==> config.mk <==
export PLATFORM = sky130hd
export DESIGN_NAME = lgs_cell_row
export DESIGN_NICKNAME = d
export VERILOG_FILES = /design/src/hdl/life_grid_generation_step_assert.svh /design/src/hdl/lgs_pkg.sv /design/src/hdl/lgs_cell.sv /design/src/hdl/lgs_cell_row.sv
export SDC_FILE = /design/constraint.sdc
export NUM_CORES = 1
export LEC_CHECK = 0
export BUFFER_PORTS_ARGS = -buffer_cell sky130_fd_sc_hd__buf_2
export CORE_ASPECT_RATIO = 1.2
export CORE_UTILIZATION = 40
export DETAILED_ROUTE_END_ITERATION = 8
export RECOVER_POWER = 50
export SYNTH_ARGS = -nofsm -noshare
export SYNTH_HDL_FRONTEND = slang
export SYNTH_HIERARCHICAL = 1
export SYNTH_SLANG_ARGS = --single-unit
==> constraint.sdc <==
create_clock -name clk -period 7.11 [get_ports clk]
set_clock_uncertainty 0.15 [all_clocks]
set_input_delay 1.0665 -clock clk [delete_from_list [all_inputs] [get_ports clk]]
set_output_delay 1.0665 -clock clk [all_outputs]
set_load 0.05 [all_outputs]
==> src/hdl/life_grid_generation_step_assert.svh <==
// assertion macros for the life grid generation step block
// no dependencies; included by the files that carry checks
`ifndef LIFE_GRID_GENERATION_STEP_ASSERT_SVH
`define LIFE_GRID_GENERATION_STEP_ASSERT_SVH
`ifndef SYNTHESIS
// same-cycle implication, checked outside reset
`define LGS_ASSERT_IMP(name, ck, rs, ante, cons) \
  name: assert property (@(posedge ck) disable iff (rs) (ante) |-> (cons)) \
    else $error("%m: implication check failed");
// next-cycle implication, checked outside reset
`define LGS_ASSERT_NEXT(name, ck, rs, ante, cons) \
  name: assert property (@(posedge ck) disable iff (rs) (ante) |=> (cons)) \
    else $error("%m: next-cycle check failed");
`else
`define LGS_ASSERT_IMP(name, ck, rs, ante, cons)
`define LGS_ASSERT_NEXT(name, ck, rs, ante, cons)
`endif
`endif

==> src/hdl/lgs_pkg.sv <==
// shared types and constants for the life grid generation step block
// no dependencies
package lgs_pkg;

  // request modes
  localparam logic [1:0] MODE_SET     = 2'd0;
  localparam logic [1:0] MODE_ADVANCE = 2'd1;
  localparam logic [1:0] MODE_READ    = 2'd2;

  // b3/s23 neighbour counts
  localparam logic [3:0] BIRTH_COUNT   = 4'd3;
  localparam logic [3:0] SURVIVE_COUNT = 4'd2;

  // control of the three-row window held in the cell chain
  typedef struct packed {
    logic clear;
    logic shift;
  } lgs_win_ctrl_t;

endpackage

==> src/hdl/lgs_cell.sv <==
// one column cell: holds a three-row window of its column and works out
// the next state of the middle row; depends on lgs_pkg
module lgs_cell
  import lgs_pkg::*;
(
  input  logic          clk,
  input  lgs_win_ctrl_t ctrl,
  input  logic          bit_in,
  input  logic [2:0]    left_col,
  input  logic [2:0]    right_col,
  output logic [2:0]    col,
  output logic          next_bit
);

  logic       up;
  logic       mid;
  logic       down;
  logic [3:0] count;

  // window shifts one row down per sweep step
  always_ff @(posedge clk) begin
    if (ctrl.clear) begin
      up   <= 1'b0;
      mid  <= 1'b0;
      down <= 1'b0;
    end else if (ctrl.shift) begin
      up   <= mid;
      mid  <= down;
      down <= bit_in;
    end
  end

  // column handed to both neighbours, bit 0 is the upper row
  assign col = {down, mid, up};

  // eight neighbour count and rule
  always_comb begin
    count = 4'(left_col[0]) + 4'(left_col[1]) + 4'(left_col[2])
          + 4'(right_col[0]) + 4'(right_col[1]) + 4'(right_col[2])
          + 4'(up) + 4'(down);
    next_bit = (count == BIRTH_COUNT) || ((count == SURVIVE_COUNT) && mid);
  end

endmodule

==> src/hdl/lgs_cell_row.sv <==
// chain of column cells spanning one grid row; cells beyond the edges
// read as dead; depends on lgs_pkg and lgs_cell
module lgs_cell_row
  import lgs_pkg::*;
#(
  parameter int GRID_WIDTH = 64
) (
  input  logic                  clk,
  input  lgs_win_ctrl_t         ctrl,
  input  logic [GRID_WIDTH-1:0] row_in,
  output logic [GRID_WIDTH-1:0] row_next
);

  logic [2:0] win [GRID_WIDTH];

  for (genvar c = 0; c < GRID_WIDTH; c++) begin : g_col
    logic [2:0] left_col;
    logic [2:0] right_col;

    // dead cells past the grid edges
    if (c == 0) begin : g_left_edge
      assign left_col = 3'b000;
    end else begin : g_left
      assign left_col = win[c-1];
    end
    if (c == GRID_WIDTH - 1) begin : g_right_edge
      assign right_col = 3'b000;
    end else begin : g_right
      assign right_col = win[c+1];
    end

    lgs_cell u_cell (
      .clk      (clk),
      .ctrl     (ctrl),
      .bit_in   (row_in[c]),
      .left_col (left_col),
      .right_col(right_col),
      .col      (win[c]),
      .next_bit (row_next[c])
    );
  end

endmodule

==> Word level (Yosys, flattened, before mapping) <==
Index checks and enable logic that the tools add are counted.
{ "op_classes": {"n_addsub": 440, "mul": 0, "n_div": 0, "order_cmp": 0, "eq_ne": 128, "shifts": 0, "muxes": 0, "n_bitwise": 0, "n_reduce_logical": 128} }
{ "ops": {"columns": ["operator", "n"], "rows": [
  ["$add 4x1->4", 377],
  ["$eq 4x2->1 const B", 128],
  ["$add 1x1->2", 63],
  ["$logic_and 1x1->1", 64],
  ["$logic_or 1x1->1", 64]
]} }
{ "word_totals": {"reg_bits": 192, "latch_bits": 0, "ram_bits": 0, "romBits": 0, "in_bits": 67, "output_inout_bits": 64, "wordCells": 888, "memories": 0} }

==> Depth between registers and ports, before layout <==
{ "logic_depth": {"depth_word": 10, "ltp_mapped": 10, "depth_no_buf": 9} }

==> Modules after synthesis <==
The synthesis kept the hierarchy.
{ "by_module_without_submodules": {"columns": ["module", "instances", "cells_per_inst", "area_per_inst_um2", "seq_area_each_um2"], "rows": [
  ["lgs_cell (g_col[0].u_cell ...)", 38, 35, 324.1, 60.1],
  ["lgs_cell (g_col[23].u_cell ...)", 26, 35, 309.0, 60.1],
  ["lgs_cell_row", 1, 1, 3.8, 0.0]
]} }

==> Worst setup path before layout <==
No wires, ideal clock.
{ "synth_timing": {"path_type": "flip-flop to output port", "startpoint": "register g_col[22].u_cell.up", "endpoint": "output row_next[23]", "arrival_ps": 3495, "required_ps": 5893, "setup_slack_ps": 2399, "stages_incl_launch_ff": 11, "path_buffers": 1, "path_cell_list": "dfxtp_1 -> buf_4 -> inv_1 -> fa_1 -> fa_1 -> fa_1 -> inv_1 -> ha_1 -> fa_1 -> or2_0 -> a21oi_1"} }
{ "synth_between": {"elab_chain_len": 10, "word_cells_on_any_way": 11, "classes_between": "7 x add/sub; 2 x eq/ne; 2 x reduce/logical"} }
{ "synth_lines": {"columns": ["element", "line", "source"], "rows": [
  ["from (decl)", "lgs_cell.sv:15", "logic up;"],
  ["from (signal assigned)", "lgs_cell.sv:27", "up <= mid;"],
  ["$add 1x1->2 (*)", "lgs_cell.sv:38", "count = 4'(left_col[0]) + 4'(left_col[1]) + 4'(left_col[2])"],
  ["$add 4x1->4 (*)", "lgs_cell.sv:38", null],
  ["$add 4x1->4 (*) (3 in series)", "lgs_cell.sv:39", "+ 4'(right_col[0]) + 4'(right_col[1]) + 4'(right_col[2])"],
  ["$add 4x1->4 (*) (2 in series)", "lgs_cell.sv:40", "+ 4'(up) + 4'(down);"],
  ["$eq 4x2->1", "lgs_cell.sv:41", "next_bit = (count == BIRTH_COUNT) || ((count == SURVIVE_COUNT) && mid);"],
  ["$logic_and 1x1->1", "lgs_cell.sv:41", null],
  ["$logic_or 1x1->1 (*)", "lgs_cell.sv:41", null],
  ["to (decl)", "lgs_cell_row.sv:11", "output logic [GRID_WIDTH-1:0] row_next"]
]} }
Every way passes the cells marked *; elsewhere a longest branch is shown, timed or not.

==> results_dict.tcl <==
set metrics [dict create \
    cts.path.max_buffers 2 \
    avgSynthCellArea_sq_um 9.08 \
    yosys_register_bits 192 \
    max_slew_margin -2.52 \
    viasPerCell 4.60 \
    post-route-drc-count 0 \
    drt_iter0_drc 362 \
    fin_crit_sh 0.800 \
    crit_path_end_kind "flop" \
    fin_total_pwr_mw 3.00 \
    grt_pass1_vias 14400 \
    p_per_area_nw_per_um2 143 \
    yosys-top-cells-area "fa_1, dfxtp_1, inv_1" \
    drive_gt1_frac 0.0906 \
    dp.cells 2831 \
    overflow 0 \
    cap_violations 1 \
    ctsResizeCount 0 \
    synthSimpleGateAreaFrac 0.0755 \
    synthDistinctLibCells 16 \
    violations "max-capacitance violations, max-slew violations" \
    clk_pin_slew_ns 0.08 \
    setup_tns_ns 0 \
    layout_common_cells "inv_1, fa_1" \
    routabilityCongestion 0.792 \
    core_region_area_sq_um 50200 \
    grt_pass1_wl_microns 66400 \
    synth_top_area_frac 0.252 \
    finalSetupViolations 0 \
    track_usage 0.157 \
    switchingPower_mw 1.03 \
    critPathKind "in -> reg" \
    min_path_cells 2 \
    crit_slowest_cell "dlymetal6s4s_1" \
    htree_levels 4 \
    ir_drop_v 0.000123 \
    cts_buffers 17 \
    synth_mux_area_frac 0.0944 \
    io_buffers 130 \
    antenna_found_initial 4 \
    cts_hold_buf 0 \
    finalCriticalPeriod_ns 5.68 \
    clkPwrFrac 0.351 \
    drt-pass1-iter-count 4 \
    synth_adder_area_share 0.370 \
    crit_cells 4 \
    yosysSeqAreaShare 0.189 \
    antenna_left 0 \
    fp.dieArea_sq_um 51800 \
    holdPathEnd "g_col[63].u_cell/up" \
    hpwl_microns 28900 \
    reg2regPathDepth 2 \
    p_int_mw 1.97 \
    reg2reg_to "g_col[48].u_cell/mid" \
    clock-sinks 192 \
    drt-total-wl_microns 37800 \
    syn_area_sq_um 20400 \
    p_sw_frac 0.344 \
    critPathTopFamily "buffers and inverters" \
    synthToLayoutAreaGrowth_pct 3.39 \
    synthXorXnorAreaFrac 0 \
    critPathMaxFanout 112 \
    seq_power_share 0.391 \
    tightest_slew_ns 5.29 \
    ff2ff_setup_slack_ns 6.08 \
    cp_slowest_stage_delay_ns 3.70 \
    path_cells "dlymetal6s4s_1 > buf_12 > mux2i_1 > nor2_1" \
    cts_tree "yes" \
    synth_top_area_cell "fa_1" \
    post-place-ws_ns 2.48 \
    nNetsFinal 2721 \
    num_rows 90 \
    synthCells 2241 \
    clkLatencyLatePin_ns 0.48 \
    vias 13200 \
    path_buf_inv 2 \
    post_cts_buffers 0 \
    io_pins 131 \
    status "finished, violations left" \
    hold_start "g_col[63].u_cell/up" \
    wl_per_cell_microns 13.2 \
    hp-class "reg -> reg" \
    grt_max_degree 113 \
    rsz0062_at_grt "no" \
    setup_ws_ns 1.43 \
    slew_viol_final 82 \
    crit_required_ns 7.32 \
    fin_cells 2864 \
    p_comb_frac 0.257 \
    r2r-start "g_col[48].u_cell/down" \
    die_h_microns 249 \
    fmax_ghz 0.176 \
    die_width_microns 208 \
    power_leakage_nw 11.4 \
    layout_commonest_cell "inv_1" \
    synth_top_family_by_area "adder cells" \
    yosysWarnings 6 \
    hold_viol_final 0 \
    cp-start-kind "input port" \
    synth_compound_area_frac 0.0706 \
    critPathArrivalTime_ns 5.89 \
    root_buffer "clkbuf_16" \
    start_util 0.405 \
]
-- per-layer routing --
| layer | global-route usage | up-vias | wire length [microns] |
|---|---|---|---|
| met1 | 0.181 | 6487 | 16400 |
| met3 | 0.0390 | 37 | 1420 |
| li1 | - | 6525 | - |
| met5 | 0 | - | 37 |
| met4 | 0.0444 | 6 | 512 |
| met2 | 0.285 | 122 | 19400 |
-- how the worst max path moves through the flow --
stage / startpoint / end / slack, ns
after global routing: ctrl[0] / g_col[6].u_cell/down / 1.00
after detailed placement: g_col[48].u_cell/mid / row_next[49] / 2.48
after CTS: g_col[48].u_cell/mid / row_next[49] / 1.89
final: ctrl[0] / g_col[3].u_cell/up / 1.43
after floorplan: g_col[22].u_cell/up / row_next[23] / 2.40
after global placement: g_col[52].u_cell/mid / row_next[53] / 2.55
-- cell usage after synthesis (all sizes together) --
library cell / n
inv: 704
a21oi: 52
dfxtp: 192
conb: 1
mux2i: 192
nand3: 26
fa: 256
ha: 192
nor2: 192
nand3b: 38
o211a: 38
buf: 192
or2: 64
a211oi: 38
o21ai: 64
-- state kept, by name (all words and copies together), names as in the netlist --
register           cells
g_col.u_cell/up       64
g_col.u_cell/down     64
g_col.u_cell/mid      64
-- per-stage QoR --
stage	instance area [sq um]	utilization	hold slack [ns]
2_1_floorplan	20400	-	0.334
3_3_place_gp	20400	0.407	0.357
3_5_place_dp	20400	0.407	0.379
4_1_cts	21000	0.419	0.399
5_1_grt	21000	0.419	0.415
6_report	21000	0.419	0.390
-- worst register-to-register path, delay by kind of cell (launching register included) --
kind | cells | cell delay [ns]
flops | 1 | 0.49
mux | 1 | 0.12
simple gates | 1 | 0.20
-- cells by family after synthesis --
kind of cell | after synthesis
and+or+nand+nor | 320
AOI/OAI and AO/OA | 192
other | 1
adders and majority gates | 448
DFF | 192
muxes | 192
buffers and inverters | 896
-- area by class of cell --
cell class | instances | area [sq um]
tap | 644 | 806
timing repair buffer | 133 | 699
sequential | 192 | 3840
clock buffer | 19 | 443
inverter | 704 | 2640
fill | 4982 | 29200
clock inverter | 13 | 161
multi-input combinational | 1158 | 12400
antenna | 1 | 2.50
-- power by group through the flow --
stage,logic (mW),registers [mW],clock network (mW)
6_report,0.772,1.17,1.05
2_1_floorplan,0.613,1.17,0
3_3_place_gp,0.732,1.20,0
4_1_cts,0.779,1.18,1.11
3_5_place_dp,0.775,1.20,0
5_1_grt,0.891,1.18,1.14
Note: power is estimated with default switching activity, not from simulation.
